**config.mk**
```make
export PLATFORM = sky130hd
export DESIGN_NAME = sync_length_frame_deframer_flat
export DESIGN_NICKNAME = d
export VERILOG_FILES = /design/src/rtl/core/sld_pkg.sv /design/src/rtl/core/sld_if.sv /design/src/rtl/core/sync_length_frame_deframer.sv /design/src/rtl/core/sld_store.sv /design/src/rtl/core/sld_parser.sv /design/src/rtl/core/sld_replay.sv /design/src/flat_wrapper.sv
export SDC_FILE = /design/constraint.sdc
export NUM_CORES = 1
export LEC_CHECK = 0
export BUFFER_PORTS_ARGS = -buffer_cell sky130_fd_sc_hd__buf_2
export CAP_MARGIN = 20
export CORE_AREA = 2 2 319 321
export CTS_BUF_LIST = sky130_fd_sc_hd__clkbuf_2
export CTS_CLUSTER_DIAMETER = 100
export DETAILED_ROUTE_END_ITERATION = 6
export DIE_AREA = 0 0 321 323
export SETUP_SLACK_MARGIN = 0.3
export SLEW_MARGIN = 0
export SYNTH_ARGS = -nofsm -noshare
export SYNTH_HDL_FRONTEND = slang
export SYNTH_SLANG_ARGS = --single-unit
```
**constraint.sdc**
```tcl
create_clock -name clk -period 5.7 [get_ports clk]
set_clock_uncertainty 0.1 [all_clocks]
set_input_delay 0.855 -clock clk [delete_from_list [all_inputs] [get_ports clk]]
set_output_delay 0.855 -clock clk [all_outputs]
set_load 0.005 [all_outputs]
```
**src/rtl/core/sld_pkg.sv**
```systemverilog
// Shared types and constants for the sync/length frame deframer.
// No dependencies; every other file of the block refers to it by scoped names.
package sld_pkg;

  localparam int BYTE_W = 8;
  localparam int LEN_W  = 7;
  localparam int IDX_W  = 6;

  // Header of a frame whose checksum matched, handed from the parser to replay.
  typedef struct packed {
    logic [BYTE_W-1:0] frame_type;
    logic [LEN_W-1:0]  frame_length;
  } sld_frame_t;

endpackage

```
**src/rtl/core/sld_if.sv**
```systemverilog
// Valid/ready channel interfaces for the received-byte input and the result output.
// Depends on sld_pkg for field widths.
interface sld_in_if;
  logic                      valid;
  logic                      ready;
  logic [sld_pkg::BYTE_W-1:0] rx_byte;
  logic                      resync;

  modport source (output valid, output rx_byte, output resync, input ready);
  modport sink   (input valid, input rx_byte, input resync, output ready);
endinterface

interface sld_out_if;
  logic                      valid;
  logic                      ready;
  logic [sld_pkg::BYTE_W-1:0] frame_type;
  logic [sld_pkg::LEN_W-1:0]  frame_length;
  logic [sld_pkg::BYTE_W-1:0] data_byte;
  logic [sld_pkg::IDX_W-1:0]  byte_index;
  logic                      empty_frame;
  logic                      last;

  modport source (output valid, output frame_type, output frame_length, output data_byte,
                  output byte_index, output empty_frame, output last, input ready);
  modport sink   (input valid, input frame_type, input frame_length, input data_byte,
                  input byte_index, input empty_frame, input last, output ready);
endinterface

```
**src/rtl/core/sync_length_frame_deframer.sv**
```systemverilog
// Top level of the sync/type/length frame deframer with XOR checksum.
// Depends on sld_pkg, sld_if, sld_store, sld_parser and sld_replay.
//
//   channel    direction  handshake      payload
//   in_chan    in         valid/ready    rx_byte, resync
//   out_chan   out        valid/ready    frame_type, frame_length, data_byte, byte_index,
//                                        empty_frame, last
//   cfg        in         cfg_we         cfg_wdata (sync byte)
//
// Received bytes are taken one per cycle while parsing.
// A matching checksum byte starts a replay; input is held off until the last result is
// loaded into the output register. Each payload result needs a store read, then an output
// register load; an empty frame needs only the output register load.
// Result stalls hold the output register and slow the replay; parsing is not affected
// by a waiting last result. Reset is synchronous and needs no clearing pass.
module sync_length_frame_deframer #(
  parameter int MAX_PAYLOAD = 64
) (
  input  logic                       clk,
  input  logic                       rst_n,
  sld_in_if.sink                     in_chan,
  sld_out_if.source                  out_chan,
  input  logic                       cfg_we,
  input  logic [sld_pkg::BYTE_W-1:0] cfg_wdata
);

  localparam int AW = (MAX_PAYLOAD > 1) ? $clog2(MAX_PAYLOAD) : 1;
  localparam logic [sld_pkg::BYTE_W-1:0] SYNC_RESET = 8'd170;

  logic [sld_pkg::BYTE_W-1:0] sync_byte_r;
  logic                       in_fire;
  logic                       busy;
  logic                       start;
  sld_pkg::sld_frame_t        frame;
  logic                       wr_en;
  logic [AW-1:0]              wr_addr;
  logic [sld_pkg::BYTE_W-1:0] wr_data;
  logic                       rd_en;
  logic [AW-1:0]              rd_addr;
  logic [sld_pkg::BYTE_W-1:0] rd_data;

  always_ff @(posedge clk) begin
    if (!rst_n) begin
      sync_byte_r <= SYNC_RESET;
    end else if (cfg_we) begin
      sync_byte_r <= cfg_wdata;
    end
  end

  // Writes happen only while parsing and reads only while replaying, so the store
  // never sees both on the same entry in one cycle.
  assign in_chan.ready = !busy;
  assign in_fire       = in_chan.valid && !busy;

  sld_parser #(
    .MAX_PAYLOAD (MAX_PAYLOAD),
    .AW          (AW)
  ) u_parser (
    .clk       (clk),
    .rst_n     (rst_n),
    .in_fire   (in_fire),
    .rx_byte   (in_chan.rx_byte),
    .resync    (in_chan.resync),
    .sync_byte (sync_byte_r),
    .wr_en     (wr_en),
    .wr_addr   (wr_addr),
    .wr_data   (wr_data),
    .start     (start),
    .frame     (frame)
  );

  sld_store #(
    .DEPTH (MAX_PAYLOAD),
    .AW    (AW)
  ) u_store (
    .clk     (clk),
    .wr_en   (wr_en),
    .wr_addr (wr_addr),
    .wr_data (wr_data),
    .rd_en   (rd_en),
    .rd_addr (rd_addr),
    .rd_data (rd_data)
  );

  sld_replay #(
    .AW (AW)
  ) u_replay (
    .clk      (clk),
    .rst_n    (rst_n),
    .start    (start),
    .frame    (frame),
    .rd_data  (rd_data),
    .rd_en    (rd_en),
    .rd_addr  (rd_addr),
    .busy     (busy),
    .out_chan (out_chan)
  );

`ifndef SYNTHESIS
  a_no_rw_overlap: assert property (@(posedge clk) disable iff (!rst_n)
    !(wr_en && rd_en))
    else $error("store written and read in the same cycle");

  a_start_blocks_input: assert property (@(posedge clk) disable iff (!rst_n)
    start |=> !in_chan.ready)
    else $error("input still ready after a frame was accepted for replay");

  a_empty_shape: assert property (@(posedge clk) disable iff (!rst_n)
    (out_chan.valid && out_chan.empty_frame) |->
      (out_chan.last && (out_chan.frame_length == '0) && (out_chan.data_byte == '0)))
    else $error("empty-frame result with wrong fields");

  a_index_in_range: assert property (@(posedge clk) disable iff (!rst_n)
    (out_chan.valid && !out_chan.empty_frame) |->
      ({1'b0, out_chan.byte_index} < out_chan.frame_length))
    else $error("byte index beyond frame length");
`endif

endmodule

```
**src/rtl/core/sld_store.sv**
```systemverilog
// Payload store: one write port, one read port, registered read data.
// Depends on sld_pkg for the byte width.
module sld_store #(
  parameter int DEPTH = 64,
  parameter int AW    = 6
) (
  input  logic                       clk,
  input  logic                       wr_en,
  input  logic [AW-1:0]              wr_addr,
  input  logic [sld_pkg::BYTE_W-1:0] wr_data,
  input  logic                       rd_en,
  input  logic [AW-1:0]              rd_addr,
  output logic [sld_pkg::BYTE_W-1:0] rd_data
);

  logic [sld_pkg::BYTE_W-1:0] mem [DEPTH];
  logic [sld_pkg::BYTE_W-1:0] rd_data_r;

  always_ff @(posedge clk) begin
    if (wr_en) begin
      mem[wr_addr] <= wr_data;
    end
    if (rd_en) begin
      rd_data_r <= mem[rd_addr];
    end
  end

  assign rd_data = rd_data_r;

endmodule

```
**src/rtl/core/sld_parser.sv**
```systemverilog
// Byte-serial header parser with running XOR check; writes payload bytes to the store.
// Depends on sld_pkg for widths and the frame header type.
module sld_parser #(
  parameter int MAX_PAYLOAD = 64,
  parameter int AW          = 6
) (
  input  logic                       clk,
  input  logic                       rst_n,
  input  logic                       in_fire,
  input  logic [sld_pkg::BYTE_W-1:0] rx_byte,
  input  logic                       resync,
  input  logic [sld_pkg::BYTE_W-1:0] sync_byte,
  output logic                       wr_en,
  output logic [AW-1:0]              wr_addr,
  output logic [sld_pkg::BYTE_W-1:0] wr_data,
  output logic                       start,
  output sld_pkg::sld_frame_t        frame
);

  typedef enum logic [2:0] {
    PH_HUNT   = 3'd0,
    PH_TYPE   = 3'd1,
    PH_LEN_HI = 3'd2,
    PH_LEN_LO = 3'd3,
    PH_DATA   = 3'd4,
    PH_CHECK  = 3'd5
  } phase_t;

  localparam logic [sld_pkg::BYTE_W-1:0] MAX_B = sld_pkg::BYTE_W'(MAX_PAYLOAD);

  phase_t                     phase_r, phase_nxt;
  logic [sld_pkg::BYTE_W-1:0] type_r, type_nxt;
  logic [sld_pkg::BYTE_W-1:0] chk_r, chk_nxt;
  logic                       hi_nz_r, hi_nz_nxt;
  logic [sld_pkg::LEN_W-1:0]  len_r, len_nxt;
  logic [sld_pkg::LEN_W-1:0]  cnt_r, cnt_nxt;
  logic [sld_pkg::LEN_W-1:0]  cnt_inc;

  assign cnt_inc = sld_pkg::LEN_W'(cnt_r + 1'b1);

  always_comb begin
    phase_nxt = phase_r;
    type_nxt  = type_r;
    chk_nxt   = chk_r;
    hi_nz_nxt = hi_nz_r;
    len_nxt   = len_r;
    cnt_nxt   = cnt_r;
    wr_en     = 1'b0;
    start     = 1'b0;
    if (in_fire) begin
      if (resync) begin
        phase_nxt = PH_HUNT;
        type_nxt  = '0;
        chk_nxt   = '0;
        hi_nz_nxt = 1'b0;
        len_nxt   = '0;
        cnt_nxt   = '0;
      end else begin
        case (phase_r)
          PH_TYPE: begin
            type_nxt  = rx_byte;
            chk_nxt   = chk_r ^ rx_byte;
            phase_nxt = PH_LEN_HI;
          end
          PH_LEN_HI: begin
            hi_nz_nxt = (rx_byte != '0);
            chk_nxt   = chk_r ^ rx_byte;
            phase_nxt = PH_LEN_LO;
          end
          PH_LEN_LO: begin
            chk_nxt = chk_r ^ rx_byte;
            // An oversized length drops the frame; the header bytes are not rescanned.
            if (hi_nz_r || (rx_byte > MAX_B)) begin
              phase_nxt = PH_HUNT;
            end else begin
              len_nxt   = rx_byte[sld_pkg::LEN_W-1:0];
              phase_nxt = (rx_byte == '0) ? PH_CHECK : PH_DATA;
            end
          end
          PH_DATA: begin
            wr_en   = 1'b1;
            cnt_nxt = cnt_inc;
            chk_nxt = chk_r ^ rx_byte;
            if (cnt_inc >= len_r) begin
              phase_nxt = PH_CHECK;
            end
          end
          PH_CHECK: begin
            start     = (rx_byte == chk_r);
            phase_nxt = PH_HUNT;
          end
          default: begin
            phase_nxt = PH_HUNT;
            if (rx_byte == sync_byte) begin
              phase_nxt = PH_TYPE;
              chk_nxt   = '0;
              cnt_nxt   = '0;
            end
          end
        endcase
      end
    end
  end

  always_ff @(posedge clk) begin
    if (!rst_n) begin
      phase_r <= PH_HUNT;
      type_r  <= '0;
      chk_r   <= '0;
      hi_nz_r <= 1'b0;
      len_r   <= '0;
      cnt_r   <= '0;
    end else begin
      phase_r <= phase_nxt;
      type_r  <= type_nxt;
      chk_r   <= chk_nxt;
      hi_nz_r <= hi_nz_nxt;
      len_r   <= len_nxt;
      cnt_r   <= cnt_nxt;
    end
  end

  assign wr_addr            = cnt_r[AW-1:0];
  assign wr_data            = rx_byte;
  assign frame.frame_type   = type_r;
  assign frame.frame_length = len_r;

endmodule

```
**src/rtl/core/sld_replay.sv**
```systemverilog
// Replay sequencer: reads the stored payload and drives the registered result channel.
// Depends on sld_pkg and the sld_out_if interface.
module sld_replay #(
  parameter int AW = 6
) (
  input  logic                       clk,
  input  logic                       rst_n,
  input  logic                       start,
  input  sld_pkg::sld_frame_t        frame,
  input  logic [sld_pkg::BYTE_W-1:0] rd_data,
  output logic                       rd_en,
  output logic [AW-1:0]              rd_addr,
  output logic                       busy,
  sld_out_if.source                  out_chan
);

  typedef enum logic [1:0] {
    RP_IDLE  = 2'd0,
    RP_EMPTY = 2'd1,
    RP_READ  = 2'd2,
    RP_LOAD  = 2'd3
  } rp_state_t;

  rp_state_t                  state_r;
  sld_pkg::sld_frame_t        frame_r;
  logic [sld_pkg::LEN_W-1:0]  k_r;
  logic                       valid_r;
  logic [sld_pkg::BYTE_W-1:0] type_r;
  logic [sld_pkg::LEN_W-1:0]  length_r;
  logic [sld_pkg::BYTE_W-1:0] data_r;
  logic [sld_pkg::IDX_W-1:0]  index_r;
  logic                       empty_r;
  logic                       last_r;
  logic                       out_free;
  logic                       last_hit;
  logic                       load_out;

  // The output register is free if empty or being taken in this cycle.
  assign out_free = !valid_r || out_chan.ready;
  assign last_hit = (sld_pkg::LEN_W'(k_r + 1'b1) == frame_r.frame_length);
  assign rd_en    = (state_r == RP_READ) && out_free;
  assign rd_addr  = k_r[AW-1:0];
  assign busy     = (state_r != RP_IDLE);
  assign load_out = ((state_r == RP_EMPTY) && out_free) || (state_r == RP_LOAD);

  always_ff @(posedge clk) begin
    if (!rst_n) begin
      state_r <= RP_IDLE;
      valid_r <= 1'b0;
      k_r     <= '0;
    end else begin
      if (load_out) begin
        valid_r <= 1'b1;
      end else if (valid_r && out_chan.ready) begin
        valid_r <= 1'b0;
      end
      case (state_r)
        RP_IDLE: begin
          if (start) begin
            frame_r <= frame;
            k_r     <= '0;
            state_r <= (frame.frame_length == '0) ? RP_EMPTY : RP_READ;
          end
        end
        RP_EMPTY: begin
          if (out_free) begin
            type_r   <= frame_r.frame_type;
            length_r <= '0;
            data_r   <= '0;
            index_r  <= '0;
            empty_r  <= 1'b1;
            last_r   <= 1'b1;
            state_r  <= RP_IDLE;
          end
        end
        RP_READ: begin
          if (out_free) begin
            state_r <= RP_LOAD;
          end
        end
        RP_LOAD: begin
          // The register was freed when the read was issued, so it is empty here.
          type_r   <= frame_r.frame_type;
          length_r <= frame_r.frame_length;
          data_r   <= rd_data;
          index_r  <= k_r[sld_pkg::IDX_W-1:0];
          empty_r  <= 1'b0;
          last_r   <= last_hit;
          k_r      <= sld_pkg::LEN_W'(k_r + 1'b1);
          state_r  <= last_hit ? RP_IDLE : RP_READ;
        end
        default: begin
          state_r <= RP_IDLE;
        end
      endcase
    end
  end

  assign out_chan.valid        = valid_r;
  assign out_chan.frame_type   = type_r;
  assign out_chan.frame_length = length_r;
  assign out_chan.data_byte    = data_r;
  assign out_chan.byte_index   = index_r;
  assign out_chan.empty_frame  = empty_r;
  assign out_chan.last         = last_r;

endmodule
```
**src/flat_wrapper.sv**
```systemverilog
// flat-port wrapper written by rule: the top's interface ports become plain ports
module sync_length_frame_deframer_flat 
#(
  parameter int MAX_PAYLOAD = 64
)
  (clk, rst_n, cfg_we, cfg_wdata, in_chan_valid, in_chan_rx_byte, in_chan_resync, in_chan_ready, out_chan_valid, out_chan_frame_type, out_chan_frame_length, out_chan_data_byte, out_chan_byte_index, out_chan_empty_frame, out_chan_last, out_chan_ready);
  sld_in_if in_chan_i ();
  sld_out_if out_chan_i ();
  input  logic clk;
  input  logic rst_n;
  input  logic cfg_we;
  input  logic [sld_pkg::BYTE_W-1:0] cfg_wdata;
  input wire logic [$bits(in_chan_i.valid)-1:0] in_chan_valid;
  input wire logic [$bits(in_chan_i.rx_byte)-1:0] in_chan_rx_byte;
  input wire logic [$bits(in_chan_i.resync)-1:0] in_chan_resync;
  output wire logic [$bits(in_chan_i.ready)-1:0] in_chan_ready;
  output wire logic [$bits(out_chan_i.valid)-1:0] out_chan_valid;
  output wire logic [$bits(out_chan_i.frame_type)-1:0] out_chan_frame_type;
  output wire logic [$bits(out_chan_i.frame_length)-1:0] out_chan_frame_length;
  output wire logic [$bits(out_chan_i.data_byte)-1:0] out_chan_data_byte;
  output wire logic [$bits(out_chan_i.byte_index)-1:0] out_chan_byte_index;
  output wire logic [$bits(out_chan_i.empty_frame)-1:0] out_chan_empty_frame;
  output wire logic [$bits(out_chan_i.last)-1:0] out_chan_last;
  input wire logic [$bits(out_chan_i.ready)-1:0] out_chan_ready;
  assign in_chan_i.valid = in_chan_valid;
  assign in_chan_i.rx_byte = in_chan_rx_byte;
  assign in_chan_i.resync = in_chan_resync;
  assign in_chan_ready = in_chan_i.ready;
  assign out_chan_valid = out_chan_i.valid;
  assign out_chan_frame_type = out_chan_i.frame_type;
  assign out_chan_frame_length = out_chan_i.frame_length;
  assign out_chan_data_byte = out_chan_i.data_byte;
  assign out_chan_byte_index = out_chan_i.byte_index;
  assign out_chan_empty_frame = out_chan_i.empty_frame;
  assign out_chan_last = out_chan_i.last;
  assign out_chan_i.ready = out_chan_ready;
  sync_length_frame_deframer #(.MAX_PAYLOAD(MAX_PAYLOAD)) u_core (.clk(clk), .rst_n(rst_n), .in_chan(in_chan_i), .out_chan(out_chan_i), .cfg_we(cfg_we), .cfg_wdata(cfg_wdata));
endmodule
```
# Word level (Yosys, flattened, before mapping)

Memory sizes are Yosys's and may differ from the RTL's. A register that Yosys moved wholly into a read port is not among the register bits.
Cells that the tools add are included.

Latch bits: 0
Word-level logic and storage cells: 124
Output and inout bits: 33
Register bits after elaboration: 98
Memory bits (writable): 512
Memories kept: 1
Input port bits: 22
ROM bits: 0

Bitwise logic cells: 1
Multiply operators: 0
Div/mod/pow operators: 0
Add/sub/neg operators: 2
Reductions and logical operators: 34
Magnitude comparators: 2
Shift operators: 0
Eq/ne operators: 18
Multiplexer cells: 48

Memory list:

| name               | depth | width | rd ports | clocked after Yosys merged registers in | wr ports | RTL line        | RTL |
|---|---|---|---|---|---|---|---|
| u_core.u_store.mem | 64    | 8     | 1        | 1                                       | 1        | sld_store.sv:16 | `logic [sld_pkg::BYTE_W-1:0] mem [DEPTH];` |

Operators with widths:

| kind                | number |
|---|---|
| $mux 7              | 7 |
| $mux 8              | 6 |
| $pmux 8 s2          | 3 |
| $pmux 7 s2          | 3 |
| $reduce_and 3->1    | 6 |
| $eq 8x8->1          | 2 |
| $mux 1              | 15 |
| $pmux 3 s5          | 1 |
| $add 7x1->7 const B | 2 |
| $reduce_bool 2->1   | 7 |
| $pmux 6 s2          | 1 |
| $mux 2              | 5 |
| $mux 3              | 3 |
| $gt 8x7->1 const B  | 1 |
| $logic_not 8->1     | 1 |
| $ne 2x2->1 const B  | 4 |
| $pmux 2 s4          | 1 |
| $reduce_and 2->1    | 4 |
| $reduce_bool 8->1   | 1 |
| $reduce_or 4->1     | 2 |
| $xor 8x8->8         | 1 |
| $eq 7x7->1          | 1 |
| $ge 7x7->1          | 1 |
| $logic_not 7->1     | 1 |
| 14 further kinds    | 26 |

# Depth between registers and ports, before layout

Gate-level depths: netlist (run 1).

Depth in word-level cells: 6
Gate-level depth with buffers: 11
Depth with buffers taken out: 9

# Modules after synthesis

Synthesis (run 1) repeated with hierarchy kept, for this count alone.

Cells, all modules: 1408
Area total of the unflattened synthesis: 25115.3 um2

Modules (own cells, without submodules):

| module                     | instances | area each (um2) | cells each | seq. area each (um2) |
|---|---|---|---|---|
| sld_store                  | 1         | 20246.9         | 940        | 15615.0 |
| sld_replay                 | 1         | 2376.0          | 173        | 1581.5 |
| sld_parser                 | 1         | 2190.9          | 268        | 680.7 |
| sync_length_frame_deframer | 1         | 301.5           | 27         | 160.2 |

# Worst setup path before layout (run 1)

OpenSTA, ideal clock, no wires.

Kind: input to register
From: in rst_n
To: reg u_core.u_replay.index_r (netlist bit u_core.u_replay.out_chan.byte_index[0]), enable pin
Path slack: 1.838 ns
Required time: 5.142 ns
Cell stages on the path: 3
Arrival: 3.304 ns
Buffers on the path: 1
Setup time: 0.458 ns
Path through: inv_2 -> buf_1 -> nor3_1

Word-level cells in the longest chain between the ends: 1

RTL lines:

| element                           | RTL line           | RTL |
|---|---|---|
| start, declared                   | flat_wrapper.sv:10 | `input logic rst_n;` |
| $reduce_and 3->1 (no source line) | n/a                |  |
| end signal, assigned              | sld_replay.sv:86   | `index_r <= k_r[sld_pkg::IDX_W-1:0];` |
| end, declared                     | sld_replay.sv:31   | `logic [sld_pkg::IDX_W-1:0] index_r;` |

Every way passes these cells.
A chain may end at the register's enable or synchronous reset.

# Worst setup path after layout (run 1)

From: reg u_core.u_parser.cnt_r[0] in the netlist's numbering
To: reg u_core.u_parser.phase_r[1]

Word-level cells in the longest chain between the ends: 4

RTL lines:

| element                           | RTL line          | RTL |
|---|---|---|
| start, declared                   | sld_parser.sv:36  | `logic [sld_pkg::LEN_W-1:0] cnt_r, cnt_nxt;` |
| start signal, assigned            | sld_parser.sv:119 | `cnt_r <= cnt_nxt;` |
| $add 7x1->7                       | sld_parser.sv:39  | `assign cnt_inc = sld_pkg::LEN_W'(cnt_r + 1'b1);` |
| $ge 7x7->1                        | sld_parser.sv:84  | `if (cnt_inc >= len_r) begin` |
| $ne 3x3->1 (no source line)       | n/a               |  |
| $reduce_and 2->1 (no source line) | n/a               |  |
| end signal, assigned              | sld_parser.sv:114 | `phase_r <= phase_nxt;` |
| end, declared                     | sld_parser.sv:31  | `phase_t phase_r, phase_nxt;` |

Every way passes these cells.

==> flow_summary.yaml, run 1 <==
floorplan:
  dieArea_um2: 103700
  core.rowCount: 117
  pin_count: 55
  core_um2: 100700
  initial_core_util_pct: 24.63
  die_x_um: 321
  dieHeight_um: 323
placed_design:
  hpwl_um: 37620
  port_buffers: 54
  gp_congestion: 0.8236
  pre_cts_ws_ns: 1.880
logic_synthesis:
  syn_nets: 1393
  synth.largest_area_cell: "edfxtp_1"
  synth_warnings: 0
  ys_seq_elements: 618
  synthFlopType: "edfxtp_1"
  synth_cell_type_count: 63
  synthCells: 1362
  ys_async_sr_fraction_pct: 0
  syn_area_per_cell_um2: 18.21
  netlist_top_cells_area: "edfxtp_1, mux4_2, dfxtp_1"
  synth_top_area_share_pct: 68.51
  synth_most_common_cell: "edfxtp_1"
  synth_common_cells: "edfxtp_1, mux4_2, nor2_1, mux2i_1, dfxtp_1"
  synth_edf_count: 566
  synth_area_um2: 24810
  ys_seq_area_share_pct: 72.71
clock_network:
  insertion_delay_ns: 1.31
  cts_tree: "done"
  cts_setup_buffers: 0
  cts_buffer_depth: 3
  cts_resized: 0
  cts_root_buffer: "clkbuf_2"
  postCtsHoldBufs: 30
  numCtsBuffers: 151
  cts.sinks: 618
  cts_max_level: 4
  path_clk_slew_ns: 0.11
worst_setup_path:
  worstSetupStartpoint: "u_core.u_parser.cnt_r[0]"
  endpoint: "u_core.u_parser.phase_r[1]"
  cp-end-kind: "flip-flop"
  cp_max_fo: 12
  crit_type: "flip-flop to flip-flop"
  ff2ff_path_depth: 8
  worstPathArrival_ns: 4.86
  rr_startpoint: "u_core.u_parser.cnt_r[0]"
  start_kind: "flip-flop"
  timing.rr.end: "u_core.u_parser.phase_r[1]"
  rrSetupSlack_ns: 1.92
  crit_required_ns: 6.79
detailed_routing:
  ant_nets: 0
  drc: 0
  wl_met2_um: 28470
  met3_length_um: 4212
  wl_met1_um: 25820
  drt_iter0_drc: 1146
  top_layer: "met4"
  wl_um: 59800
  via_per_inst: 4.524
  wl_per_cell_um: 20.20
  first_pass_iters: 7
  num_vias: 13390
timing:
  hold_viol_final: 0
  rsz0062_at_grt: "no"
  tns_ns: 0
  relSlewSlack_pct: 32.29
  max_freq_mhz: 264.6
  drv_slew: 0
  whs_ns: 0.2576
  fin_crit_ns: 3.779
  worstMarginPinSlew_ns: 1.013
  setup_viol: 0
  setup_ws_ns: 1.921
  fin_crit_sh_pct: 66.30
global_route:
  overflow: 0
  grt_max_degree: 71
  antenna_found_initial: 2
  grt_usage_pct: 11.57
  grt_pass1_wl_um: 88670
  grt_pass1_vias: 13860
pwr:
  p_sw_share_pct: 23.22
  p_seq_share_pct: 61.5
  power_density_nw_per_um2: 284.6
  clkPwrFrac_pct: 36.4
  p_int_uw: 6170
  power.switching_uw: 1866
  combinationalPowerShare_pct: 2.1
  total_power_uw: 8037
  irDropWorstVdd_mv: 0.1131
  leakage_uw: 0.008928
finish:
  nets: 1570
  final_util_pct: 28.04
  syn_to_final_growth_pct: 13.85
  drive_above_1_share_pct: 27.44
job:
  drv_cap: 0
min_path:
  hold_path.class: "primary input to flip-flop"
outcome:
  status: "finished clean"
critical path, cell delays in order (launching register included):
cell,delay [ns]
dfxtp_1,0.57
nand3_1,0.82
and2_1,0.49
or2_2,0.31
ha_1,0.20
a2111oi_0,0.50
o211ai_2,0.21
and4b_1,0.23
o31a_1,0.24
cells by family after synthesis:
logic type | after synthesis | synth area share, %
DFF | 618 | 72.71
and+or+nand+nor | 288 | 6.057
muxes | 206 | 14.77
AOI/OAI and AO/OA | 116 | 3.238
buffers and inverters | 95 | 1.715
xor gates and xnor gates | 30 | 1.059
adders and majority gates | 9 | 0.4539
power groups by stage:
stage	Clock [uW]	Combinational, uW	Sequential (uW)
finish	2930	172	4940
global route	3250	189	4940
CTS	3030	176	4940
detailed placement	0	157	5040
global placement	0	153	5040
floorplan	0	51.2	5040
layer usage:
metal	global-route usage, %	up-vias
met4	4.382	0
met2	18.45	527
met1	14.93	6874
met3	3.293	80
met5	0	-
li1	-	5911
flip-flops by register name, summed over array words and instances (netlist names), 6 cells and up:
name                                   count
u_core.sync_byte_r                         8
u_core.u_replay.out_chan.frame_type        8
u_core.u_parser.cnt_r                      7
u_core.u_replay.frame_r                   15
u_core.u_parser.len_r                      7
u_core.u_parser.type_r                     8
u_core.u_store.mem                       512
u_core.u_replay.out_chan.data_byte         8
u_core.u_replay.out_chan.byte_index        6
u_core.u_replay.k_r                        7
u_core.u_replay.out_chan.frame_length      7
u_core.u_parser.chk_r                      8
u_core.u_store.rd_data                     8
per-stage QoR:
step | std cells | cell area (um2)
2_1_floorplan | 1362 | 24810
3_3_place_gp | 2664 | 26540
3_5_place_dp | 2664 | 26540
4_1_cts | 2955 | 28230
5_1_grt | 2960 | 28240
6_report | 2960 | 28240
cells in the final DEF, fill, tap and decap left out, drive strengths merged, types with 15 or more instances in the layout:
| master | Yosys | routed |
|---|---|---|
| edfxtp | 566 | 566 |
| clkbuf | 43 | 200 |
| mux4 | 128 | 128 |
| nor2 | 106 | 106 |
| mux2i | 78 | 78 |
| buf | 40 | 77 |
| clkinv | 0 | 53 |
| dfxtp | 52 | 52 |
| nand2 | 41 | 41 |
| dlygate4sd3 | 0 | 30 |
| a22oi | 28 | 28 |
| a21oi | 28 | 28 |
| o21ai | 25 | 25 |
| and3 | 24 | 24 |
| nand3 | 21 | 21 |
| xnor2 | 16 | 16 |
| inv | 12 | 15 |
cell type report:
class / instances / area (um2)
Tap cell: 1309 / 1638
Inverter: 12 / 45.04
Clock buffer: 200 / 1001
Multi-Input combinational cell: 649 / 6350
Sequential cell: 618 / 18050
Clock inverter: 61 / 381.6
Antenna cell: 4 / 10.01
Timing Repair Buffer: 107 / 768.2
Fill cell: 10020 / 72470
worst min path at each step:
stage / slack [ns] / to / cells past startpoint / from
2_1_floorplan: 0.30 / u_core.u_replay.out_chan.frame_type[0] / 0 / u_core.u_replay.frame_r[7]
3_3_place_gp: 0.31 / u_core.u_replay.out_chan.frame_type[1] / 0 / u_core.u_replay.frame_r[8]
3_5_place_dp: 0.31 / u_core.u_replay.out_chan.frame_type[0] / 0 / u_core.u_replay.frame_r[7]
4_1_cts: 0.10 / u_core.u_store.mem[12][0] / 2 / in_chan_rx_byte[0]
5_1_grt: 0.16 / u_core.u_store.mem[35][0] / 2 / in_chan_rx_byte[0]
6_report: 0.26 / u_core.u_store.mem[35][0] / 2 / in_chan_rx_byte[0]
(Power assumes the default switching activity.)
==> run 2, diff against run 1 <==
Clock period 5.7 ns to 3.5 ns, I/O delays scaled along.
==> flow_summary.yaml, run 2 (synthesized netlist as in run 1, its figures left out) <==
worst_setup_path:
  timing.rr.end: "u_core.u_parser.phase_r[2]"
  cp_max_fo: 10
  start_kind: "flip-flop"
  worstPathArrival_ns: 4.17
  cp-end-kind: "flip-flop"
  rrSetupSlack_ns: 0.51
  crit_required_ns: 4.68
  endpoint: "u_core.u_parser.phase_r[2]"
  ff2ff_path_depth: 10
  cp_cell_sequence: "ha_1 -> nand3_1 -> and2_1 -> or2_2 -> ha_1 -> o21ai_0 -> o211ai_2 -> nand3_1 -> a21oi_1 -> dlygate4sd3_1"
  critPathSlowestCell: "dlygate4sd3_1"
  crit_type: "flip-flop to flip-flop"
  rr_startpoint: "u_core.u_parser.cnt_r[1]"
  worstSetupStartpoint: "u_core.u_parser.cnt_r[1]"
  slowest_delay_ns: 0.56
pwr:
  p_sw_share_pct: 23.27
  leakage_uw: 0.009531
  combinationalPowerShare_pct: 2.2
  clkPwrFrac_pct: 37.0
  power_density_nw_per_um2: 453.8
  p_seq_share_pct: 60.8
  power.switching_uw: 3077
  total_power_uw: 13220
  p_int_uw: 10150
  irDropWorstVdd_mv: 0.3151
detailed_routing:
  wl_um: 60590
  first_pass_iters: 5
  ant_nets: 0
  drc: 0
  drt_iter0_drc: 1244
  wl_per_cell_um: 19.72
  num_vias: 13900
  via_per_inst: 4.523
timing:
  relSlewSlack_pct: 32.53
  drv_slew: 0
  tns_ns: 0
  fin_crit_ns: 2.987
  rsz0062_at_grt: "yes"
  max_freq_mhz: 334.8
  worstMarginPinSlew_ns: 1.010
  hold_viol_final: 0
  fin_crit_sh_pct: 85.35
  setup_viol: 0
  setup_ws_ns: 0.5127
finish:
  syn_to_final_growth_pct: 17.48
  largest_reg_flops: 512
  reg_top3: "u_core.u_store.mem x512, u_core.u_replay.frame_r x15"
  fin_area_um2: 29140
  drive_above_1_share_pct: 31.48
  layout_commonest_cell: "edfxtp_1"
  regMostFlops: "u_core.u_store.mem"
  nets: 1677
  layout_common_cells: "edfxtp_1, clkbuf_2, mux4_2"
  instances_no_fill: 3073
clock_network:
  numCtsBuffers: 155
  cts_root_buffer: "clkbuf_2"
  path_clk_slew_ns: 0.11
  cts_tree: "done"
  cts.sinks: 618
  cts_buffer_depth: 3
  cts_max_level: 4
  insertion_delay_ns: 1.35
floorplan:
  dieArea_um2: 103700
  pin_count: 55
  die_x_um: 321
  dieHeight_um: 323
  initial_core_util_pct: 24.63
  core_um2: 100700
  core.rowCount: 117
placed_design:
  place_area_um2: 27130
  port_buffers: 54
  placedCellCount: 2740
  hpwl_um: 38140
  gp_congestion: 0.8160
  pre_cts_ws_ns: 0.6141
job:
  drv_cap: 0
outcome:
  status: "finished clean"
global_route:
  grt_pass1_wl_um: 90550
  grt_util_met3_pct: 2.911
  use_met1_pct: 15.25
  grt_max_degree: 70
  antenna_found_initial: 8
  met2_usage_pct: 19.10
  grt_usage_pct: 11.77
  overflow: 0
  busiest_layer: "met2"
  grt_pass1_vias: 14290
min_path:
  min_from: "rst_n"
  hold_path.class: "primary input to flip-flop"
-- run 2: cell count changes in the layout (fill, tap and decap cells not counted), sizes merged --
cell	before	now
clkinvlp	0	1
inv	15	18
dlygate4sd3	30	54
clkbuf	200	227
buf	77	155
bufinv	5	4
clkinv	53	34
-- run 2: stage by stage --
step                utilization, %  hold WS [ns]
detailed placement           26.94        0.3061
global placement             26.94        0.3049
global route                 28.93        0.1012
floorplan                        -        0.3003
CTS                          28.89       0.03783
finish                       28.94        0.1454
-- run 2: worst max-delay path, delay by kind of cell (launching register included) --
kind                     cells  cell delay [ns]
AND/OR/NAND/NOR              4             0.74
adder cells (fa/ha/maj)      2             0.52
buffers and inverters        1             0.56
flip-flops                   1             0.51
AO/OA/AOI/OAI                3             0.51
-- run 2: layer usage --
layer	up-vias	share of wire, %
li1	6128	-
met1	7172	43
met2	494	48
met3	104	6.3
met4	0	2.0
met5	-	0
-- run 2: power by group through the flow --
| stage | clock [uW] | sequential (uW) | combinational [uW] |
|---|---|---|---|
| floorplan | 0 | 8210 | 83.4 |
| global placement | 0 | 8210 | 227 |
| detailed placement | 0 | 8210 | 238 |
| CTS | 5070 | 8040 | 289 |
| global route | 5420 | 8050 | 311 |
| finish | 4900 | 8040 | 285 |
-- run 2: area by class of cell --
cell class / instances / area (um2)
diodes: 4 / 10.01
clock buffers: 226 / 1131
clock inverters: 45 / 296.5
fillers: 9971 / 71570
inverters: 12 / 45.04
multi-input cells: 649 / 6357
flip-flops and latches: 618 / 18050
well taps: 1309 / 1638
repair buffers: 210 / 1614
-- run 2: how the worst min path moves through the flow --
stage | slack (ns) | cells past startpoint | to
2_1_floorplan | 0.30 | 0 | u_core.u_replay.out_chan.frame_type[0]
3_3_place_gp | 0.30 | 0 | u_core.u_replay.out_chan.frame_type[1]
3_5_place_dp | 0.31 | 0 | u_core.u_replay.out_chan.frame_type[0]
4_1_cts | 0.04 | 4 | u_core.u_parser.phase_r[1]
5_1_grt | 0.10 | 5 | u_core.u_replay.k_r[5]
6_report | 0.15 | 4 | u_core.u_parser.phase_r[1]
-- run 2: repair_timing --
item | in CTS | in global routing
hold buffers | 54 | 0
endpoints found under the setup margin | 0 | 6
hold endpoints to repair | 570 | 0
buffers inserted | 0 | 3
gates resized for setup | 0 | 2
